File: src/rtl/smspm_pkg.sv
`default_nettype none

package smspm_pkg;

  // number of interleaved stereo pairs held by the meter
  localparam int PAIRS = 4;
  localparam int PAIR_W = (PAIRS > 1) ? $clog2(PAIRS) : 1;

  localparam int SAMPLE_W = 16;
  localparam int PEAK_W = 16;
  localparam int TALLY_W = 8;

  // item codes carried on in_mode
  typedef enum logic [1:0] {
    MODE_SAMPLE = 2'd0,
    MODE_EOB    = 2'd1,
    MODE_READ   = 2'd2,
    MODE_REARM  = 2'd3
  } mode_t;

  // four magnitudes of one stereo sample
  typedef struct packed {
    logic [PEAK_W-1:0] left;
    logic [PEAK_W-1:0] right;
    logic [PEAK_W-1:0] mid;
    logic [PEAK_W-1:0] side;
  } mag_t;

endpackage

`default_nettype wire

File: src/rtl/smspm_mag_calc.sv
`default_nettype none

module smspm_mag_calc
  import smspm_pkg::*;
(
  input  wire logic signed [SAMPLE_W-1:0] left_sample,
  input  wire logic signed [SAMPLE_W-1:0] right_sample,
  output mag_t                            mags
);

  logic signed [SAMPLE_W+1:0] l_ext;
  logic signed [SAMPLE_W+1:0] r_ext;
  logic signed [SAMPLE_W+1:0] sum;
  logic signed [SAMPLE_W+1:0] diff;
  logic        [SAMPLE_W+1:0] l_abs;
  logic        [SAMPLE_W+1:0] r_abs;
  logic        [SAMPLE_W+1:0] sum_abs;
  logic        [SAMPLE_W+1:0] diff_abs;

  // widen so that sum, difference and negation cannot overflow
  always_comb begin
    l_ext = {{2{left_sample[SAMPLE_W-1]}}, left_sample};
    r_ext = {{2{right_sample[SAMPLE_W-1]}}, right_sample};
    sum   = l_ext + r_ext;
    diff  = l_ext - r_ext;
  end

  // magnitudes; halving the magnitude truncates toward zero
  always_comb begin
    l_abs    = l_ext[SAMPLE_W+1] ? 18'(-l_ext) : 18'(l_ext);
    r_abs    = r_ext[SAMPLE_W+1] ? 18'(-r_ext) : 18'(r_ext);
    sum_abs  = sum[SAMPLE_W+1]   ? 18'(-sum)   : 18'(sum);
    diff_abs = diff[SAMPLE_W+1]  ? 18'(-diff)  : 18'(diff);
    mags.left  = l_abs[PEAK_W-1:0];
    mags.right = r_abs[PEAK_W-1:0];
    mags.mid   = sum_abs[PEAK_W:1];
    mags.side  = diff_abs[PEAK_W:1];
  end

endmodule

`default_nettype wire

File: src/rtl/stereo_mid_side_peak_meter.sv
// an accepted word sits in the input register, and its result word loads the result register as it leaves
// throughput: one word per cycle; every word reads and updates the peak registers in one pass
// stalls: a held-off result word holds the input register, which then stalls the input
// reset (rst_n low, synchronous): all held peaks zero, block tally zero, meter armed,
//   blocks_per_publish 1, pipeline empty
`default_nettype none

module stereo_mid_side_peak_meter
  import smspm_pkg::*;
(
  input  wire logic                       clk,
  input  wire logic                       rst_n,

  input  wire logic                       in_valid,
  output logic                            in_stall,
  input  wire logic [1:0]                 in_mode,
  input  wire logic [1:0]                 in_pair_index,
  input  wire logic signed [SAMPLE_W-1:0] in_left_sample,
  input  wire logic signed [SAMPLE_W-1:0] in_right_sample,
  input  wire logic                       in_clear_peaks,

  output logic                            out_valid,
  input  wire logic                       out_stall,
  output logic [PEAK_W-1:0]               out_left_peak,
  output logic [PEAK_W-1:0]               out_right_peak,
  output logic [PEAK_W-1:0]               out_mid_peak,
  output logic [PEAK_W-1:0]               out_side_peak,
  output logic                            out_armed,

  input  wire logic                       cfg_valid,
  output logic                            cfg_ready,
  input  wire logic [TALLY_W-1:0]         cfg_blocks_per_publish
);

  // input register
  logic                       s1_valid_r;
  mode_t                      s1_mode_r;
  logic [1:0]                 s1_pair_r;
  logic signed [SAMPLE_W-1:0] s1_left_r;
  logic signed [SAMPLE_W-1:0] s1_right_r;
  logic                       s1_clear_r;

  // meter state
  logic [PEAK_W-1:0]  left_hold_r  [PAIRS];
  logic [PEAK_W-1:0]  right_hold_r [PAIRS];
  logic [PEAK_W-1:0]  mid_hold_r   [PAIRS];
  logic [PEAK_W-1:0]  side_hold_r  [PAIRS];
  logic [PEAK_W-1:0]  left_hold_nxt  [PAIRS];
  logic [PEAK_W-1:0]  right_hold_nxt [PAIRS];
  logic [PEAK_W-1:0]  mid_hold_nxt   [PAIRS];
  logic [PEAK_W-1:0]  side_hold_nxt  [PAIRS];
  logic [TALLY_W-1:0] tally_r;
  logic [TALLY_W-1:0] tally_nxt;
  logic               armed_r;
  logic               armed_nxt;
  logic [TALLY_W-1:0] bpp_r;

  // result register
  logic               out_valid_r;
  logic [PEAK_W-1:0]  out_left_r;
  logic [PEAK_W-1:0]  out_right_r;
  logic [PEAK_W-1:0]  out_mid_r;
  logic [PEAK_W-1:0]  out_side_r;
  logic               out_armed_r;
  mag_t               res_nxt;

  logic               s1_load;
  logic               s2_adv;
  logic               pair_ok;
  logic [PAIR_W-1:0]  idx;
  logic [TALLY_W-1:0] tally_inc;
  mag_t               mags;

  // handshake
  always_comb begin
    s2_adv    = s1_valid_r && (!out_valid_r || !out_stall);
    in_stall  = s1_valid_r && !s2_adv;
    s1_load   = in_valid && !in_stall;
    cfg_ready = 1'b1;
  end

  // input register
  always_ff @(posedge clk) begin
    if (!rst_n) begin
      s1_valid_r <= 1'b0;
    end else if (s1_load) begin
      s1_valid_r <= 1'b1;
    end else if (s2_adv) begin
      s1_valid_r <= 1'b0;
    end
  end

  always_ff @(posedge clk) begin
    if (s1_load) begin
      s1_mode_r  <= mode_t'(in_mode);
      s1_pair_r  <= in_pair_index;
      s1_left_r  <= in_left_sample;
      s1_right_r <= in_right_sample;
      s1_clear_r <= in_clear_peaks;
    end
  end

  // configuration register
  always_ff @(posedge clk) begin
    if (!rst_n) begin
      bpp_r <= TALLY_W'(1);
    end else if (cfg_valid && cfg_ready) begin
      bpp_r <= cfg_blocks_per_publish;
    end
  end

  smspm_mag_calc u_mag_calc (
    .left_sample  (s1_left_r),
    .right_sample (s1_right_r),
    .mags         (mags)
  );

  // pair decode
  always_comb begin
    pair_ok = ({30'd0, s1_pair_r} < PAIRS);
    idx     = s1_pair_r[PAIR_W-1:0];
  end

  // next meter state for the word in the input register
  always_comb begin
    left_hold_nxt  = left_hold_r;
    right_hold_nxt = right_hold_r;
    mid_hold_nxt   = mid_hold_r;
    side_hold_nxt  = side_hold_r;
    tally_nxt      = tally_r;
    armed_nxt      = armed_r;
    tally_inc      = tally_r + TALLY_W'(1);
    case (s1_mode_r)
      MODE_SAMPLE: begin
        if (armed_r && pair_ok) begin
          if (mags.left > left_hold_r[idx]) left_hold_nxt[idx] = mags.left;
          if (mags.right > right_hold_r[idx]) right_hold_nxt[idx] = mags.right;
          if (mags.mid > mid_hold_r[idx]) mid_hold_nxt[idx] = mags.mid;
          if (mags.side > side_hold_r[idx]) side_hold_nxt[idx] = mags.side;
        end
      end
      MODE_EOB: begin
        if (armed_r) begin
          if (tally_inc == bpp_r) begin
            tally_nxt = '0;
            armed_nxt = 1'b0;
          end else begin
            tally_nxt = tally_inc;
          end
        end
      end
      MODE_REARM: begin
        armed_nxt = 1'b1;
        if (s1_clear_r) begin
          for (int p = 0; p < PAIRS; p++) begin
            left_hold_nxt[p]  = '0;
            right_hold_nxt[p] = '0;
            mid_hold_nxt[p]   = '0;
            side_hold_nxt[p]  = '0;
          end
        end
      end
      default: begin
      end
    endcase
  end

  // result fields from the updated state
  always_comb begin
    if (pair_ok) begin
      res_nxt.left  = left_hold_nxt[idx];
      res_nxt.right = right_hold_nxt[idx];
      res_nxt.mid   = mid_hold_nxt[idx];
      res_nxt.side  = side_hold_nxt[idx];
    end else begin
      res_nxt = '0;
    end
  end

  // meter state registers
  always_ff @(posedge clk) begin
    if (!rst_n) begin
      for (int p = 0; p < PAIRS; p++) begin
        left_hold_r[p]  <= '0;
        right_hold_r[p] <= '0;
        mid_hold_r[p]   <= '0;
        side_hold_r[p]  <= '0;
      end
      tally_r <= '0;
      armed_r <= 1'b1;
    end else if (s2_adv) begin
      left_hold_r  <= left_hold_nxt;
      right_hold_r <= right_hold_nxt;
      mid_hold_r   <= mid_hold_nxt;
      side_hold_r  <= side_hold_nxt;
      tally_r      <= tally_nxt;
      armed_r      <= armed_nxt;
    end
  end

  // result register
  always_ff @(posedge clk) begin
    if (!rst_n) begin
      out_valid_r <= 1'b0;
    end else if (s2_adv) begin
      out_valid_r <= 1'b1;
    end else if (!out_stall) begin
      out_valid_r <= 1'b0;
    end
  end

  always_ff @(posedge clk) begin
    if (s2_adv) begin
      out_left_r  <= res_nxt.left;
      out_right_r <= res_nxt.right;
      out_mid_r   <= res_nxt.mid;
      out_side_r  <= res_nxt.side;
      out_armed_r <= armed_nxt;
    end
  end

  always_comb begin
    out_valid      = out_valid_r;
    out_left_peak  = out_left_r;
    out_right_peak = out_right_r;
    out_mid_peak   = out_mid_r;
    out_side_peak  = out_side_r;
    out_armed      = out_armed_r;
  end

  // a frozen meter always holds a cleared tally
  a_frozen_tally_zero: assert property (@(posedge clk) disable iff (!rst_n)
    !armed_r |-> tally_r == '0)
    else $error("block tally nonzero while frozen");

  // a re-arm word always leaves the meter armed
  a_rearm_arms: assert property (@(posedge clk) disable iff (!rst_n)
    s2_adv && s1_mode_r == MODE_REARM |=> armed_r && out_valid_r && out_armed_r)
    else $error("re-arm word did not arm the meter");

  // held peaks stay within the magnitude range of a 16-bit sample
  a_peak_range: assert property (@(posedge clk) disable iff (!rst_n)
    out_valid_r |-> out_left_r <= 16'd32768 && out_right_r <= 16'd32768 &&
                    out_mid_r <= 16'd32768 && out_side_r <= 16'd32767)
    else $error("held peak out of range");

endmodule

`default_nettype wire

File: config.mk
export PLATFORM = sky130hd
export DESIGN_NAME = stereo_mid_side_peak_meter
export DESIGN_NICKNAME = d
export VERILOG_FILES = /design/src/rtl/smspm_pkg.sv /design/src/rtl/smspm_mag_calc.sv /design/src/rtl/stereo_mid_side_peak_meter.sv
export SDC_FILE = /design/constraint.sdc
export NUM_CORES = 2
export LEC_CHECK = 0
export BUFFER_PORTS_ARGS = -buffer_cell sky130_fd_sc_hd__buf_4
export CAP_MARGIN = 20
export CORE_MARGIN = 3
export CORE_UTILIZATION = 40
export DETAILED_ROUTE_END_ITERATION = 8
export SLEW_MARGIN = 10
export SYNTH_ARGS = -nofsm -noshare
export SYNTH_HDL_FRONTEND = slang
export SYNTH_SLANG_ARGS = --single-unit
File: constraint.sdc
create_clock -name clk -period 8.9 [get_ports clk]
set_clock_uncertainty 0.2 [all_clocks]
set_input_delay 0.445 -clock clk [delete_from_list [all_inputs] [get_ports clk]]
set_output_delay 0.445 -clock clk [all_outputs]
set_load 0.01 [all_outputs]
==> impl_metrics.env <==
export IMPL_antenna_found_initial=0
export IMPL_ys_types=86
export IMPL_tns_ns=0
export IMPL_yosysSeqAreaShare_pct=37.0
export IMPL_maxCapViolations=0
export IMPL_fmax_mhz=131
export IMPL_first_pass_iters=8
export IMPL_synth_enable_flop_cells=102
export IMPL_crit_family="compound AO/OA/AOI/OAI gates"
export IMPL_design_die_area_mm2=0.0608
export IMPL_slew_headroom_pct=19.8
export IMPL_drt_wl_total_um=81700
export IMPL_seqPwrFrac_pct=39.0
export IMPL_die_y_um=247
export IMPL_vias=21500
export IMPL_io_buffers=116
export IMPL_worst_ep_arrival_time_ns=7.70
export IMPL_grt_overflow_total=0
export IMPL_final_cell_mix="dfxtp_1, a22oi_1, nand2_1"
export IMPL_synth_seq_cells=377
export IMPL_hold_viol=0
export IMPL_yosys_top_cells_area="dfxtp_1, edfxtp_1, a22oi_1"
export IMPL_cp_slowest_stage_delay_ns=0.89
export IMPL_synth_area_per_cell_um2=9.10
export IMPL_crit_buf_inv=1
export IMPL_min_period_ns=7.65
export IMPL_dp_cells=3284
export IMPL_path_clk_slew_ns=0.07
export IMPL_seq_area_mm2=0.00857
export IMPL_p_per_area_mw_per_mm2=179
export IMPL_grt_total_usage_pct=26.2
export IMPL_setup_worst_path_class="reg2reg"
export IMPL_tightest_slew_ns=1.20
export IMPL_leakagePower_nw=9.35
export IMPL_syn_num_nets=2700
export IMPL_path_cells="ha_1 > inv_1 > fa_1 > or2_0 > a221oi_1 > o22ai_1 > xnor2_1 > or3b_4 > nor4_2 > a21oi_1 > xor2_1 > ha_1 > nand4_1 > nor2_1 > o311ai_0 > a21oi_1 > and2_1 > a22oi_1 > a2111oi_0"
export IMPL_clock_latency_ns=0.58
export IMPL_rsz0062_at_grt="no"
export IMPL_drc=0
export IMPL_mostFrequentLayoutCell="dfxtp_1"
export IMPL_grt_max_degree=135
export IMPL_numCtsBuffers=43
export IMPL_finalNonFillerCells=3413
export IMPL_hold_path_startpoint="cfg_valid"
export IMPL_drt_iter0_drc=2512
export IMPL_power_frac_clock_pct=36.2
export IMPL_multi_input_area_mm2=0.0135
export IMPL_io_pins=118
export IMPL_outcome="completed"
export IMPL_finalSetupViolations=0
export IMPL_grt_first_pass_wirelength_um=124000
export IMPL_die_w_um=247
export IMPL_r2r_start="s1_right_r[0]"
export IMPL_hold_class="in2reg"
export IMPL_cts_sinks=377
export IMPL_coreArea_mm2=0.0568
export IMPL_initial_core_util_pct=40.7
export IMPL_yosys_warnings=0
export IMPL_power_switching_mw=1.58
export IMPL_areaGrowthSynthToFinish_pct=14.8
export IMPL_syn_inst=2544
export IMPL_grt_pass1_vias=20800
export IMPL_period_share_pct=85.9
export IMPL_p_int_mw=3.18
export IMPL_h_tree_depth=2
export IMPL_cts_tree="done"
export IMPL_synth_top_cell_by_area="dfxtp_1"
export IMPL_cp_required_ns=8.95
export IMPL_wl_per_cell_um=23.9
export IMPL_critPathSlowestCell="a2111oi_0"
export IMPL_dp_hpwl_um=53300
export IMPL_cp_end_kind="register"
export IMPL_rows=87
export IMPL_final_nets=2778
export IMPL_drv_slew=0
export IMPL_synth_top_area_share_pct=23.8
export IMPL_syn_area_mm2=0.0231
export IMPL_synthFlopType="dfxtp_1"
export IMPL_layout_drive_gt1_share_pct=12.7
export IMPL_gp_congestion=0.932
export IMPL_num_fill_cells=5420
export IMPL_root_buffer="clkbuf_16"
export IMPL_p_comb_share_pct=24.8
export IMPL_crit_start="s1_right_r[0]"
export IMPL_cp_max_fo=15
export IMPL_irDropWorstVdd_mv=0.117
export IMPL_cts_path_max_buffers=3
export IMPL_switching_share_pct=33.2
export IMPL_ant_nets=0
export IMPL_crit_path_start_kind="register"
export IMPL_async_reset_ff_share_pct=0
export IMPL_vias_per_cell=6.29
export IMPL_post_cts_setup_buffers=0
cell families (layout without fill, tap and decap cells):
| family | count (synthesis) | in the layout | share of synthesized area, % |
|---|---|---|---|
| adder cells (fa/ha/maj) | 106 | 106 | 5.80 |
| buffers and inverters | 299 | 411 | 4.92 |
| AND/OR/NAND/NOR | 802 | 802 | 18.0 |
| AO/OA/AOI/OAI | 798 | 798 | 24.2 |
| multiplexers | 76 | 76 | 6.65 |
| flip-flops | 377 | 377 | 37.0 |
| other | 1 | 2 | 0.0162 |
| XOR/XNOR | 85 | 85 | 3.39 |
layout make-up:
type / count / share of cell area, %
antenna: 1 / 0.00942
timing repair buffer: 211 / 6.53
clock buffer: 63 / 4.60
sequential: 377 / 32.2
multi-input combinational: 1868 / 51.0
inverter: 121 / 1.72
clock inverter: 16 / 0.386
tap: 756 / 3.56
worst register-to-register path, delay by kind of cell, from the launching register on:
kind / cells / cell delay (ns)
buffers and inverters: 1 / 0.06
adder cells (fa/ha/maj): 3 / 0.88
flip-flops: 1 / 0.57
XOR/XNOR: 2 / 0.83
AND/OR/NAND/NOR: 6 / 2.17
AO/OA/AOI/OAI: 7 / 2.62
path summary, 6_finish.rpt:
| check | endpoint | cells after the start | slack [ns] |
|---|---|---|---|
| setup / recovery | out_mid_peak[6] | 19 | 1.25 |
| hold / removal | bpp_r[0] | 3 | 0.02 |
| setup reg to reg | out_mid_peak[6] | 19 | 1.25 |
| hold reg to reg | right_hold_r[50] | 2 | 0.25 |
flip-flops by register name (all words and copies together), names as in the netlist, 2 cells and up:
name	count
out_mid_peak	16
out_left_peak	16
left_hold_r	64
s1_mode_r	2
s1_right_r	16
s1_left_r	16
out_right_peak	16
idx	2
bpp_r	8
side_hold_r	64
mid_hold_r	64
out_side_peak	16
right_hold_r	64
tally_r	8
Yosys cell counts (13+ instances only):
library cell,n
a221oi_1,125
nor3b_1,23
nor2b_1,202
ha_1,104
edfxtp_1,102
xnor2_1,64
o211a_1,15
nand4_1,19
and3_1,15
a22oi_1,211
a211oi_1,29
o21ai_1,19
dfxtp_1,275
nor3_1,47
mux4_2,62
xor2_1,17
nand2b_1,13
nand2_1,204
a21oi_1,116
inv_1,121
and2_1,15
nand3_1,54
o21ai_0,127
or2_2,13
nor4_1,19
nor2_1,135
o21a_1,14
a21o_1,28
clkbuf_1,156
power by group through the flow:
stage	Sequential, mW	Combinational (mW)	Clock, mW
after detailed placement	1.89	1.13	0
after global placement	1.89	1.12	0
after floorplan	1.89	0.745	0
final	1.86	1.18	1.72
after global routing	1.86	1.27	1.82
after CTS	1.86	1.15	1.75
metrics by stage:
stage               instance area, µm²  worst slack, ns  utilization, %  total power, mW  hold slack, ns
floorplan                        23100             3.18               -             2.63           0.221
global placement                 24700             1.57            43.5             3.01           0.238
detailed placement               24800             1.41            43.6             3.03           0.240
CTS                              26600             1.40            46.7             4.76         0.00108
global route                     26600            0.804            46.8             4.96          0.0156
finish                           26600             1.25            46.8             4.77          0.0208
repair_timing:
action / 4_1_cts / 5_1_grt
hold buffers: 47 / 0
endpoints found under the hold margin: 47 / 0
gates resized for setup: 0 / 0
layer usage:
metal / track usage (%) / part of all wire (%) / wire [µm] / vias to the layer above
met5: 0 / 0 / 0 / -
met4: 10.7 / 3.5 / 2860 / 0
met3: 3.92 / 8.2 / 6730 / 200
met2: 40.0 / 44 / 36200 / 1169
met1: 36.9 / 44 / 35900 / 10400
li1: - / - / - / 9695
(Power assumes the default switching activity.)
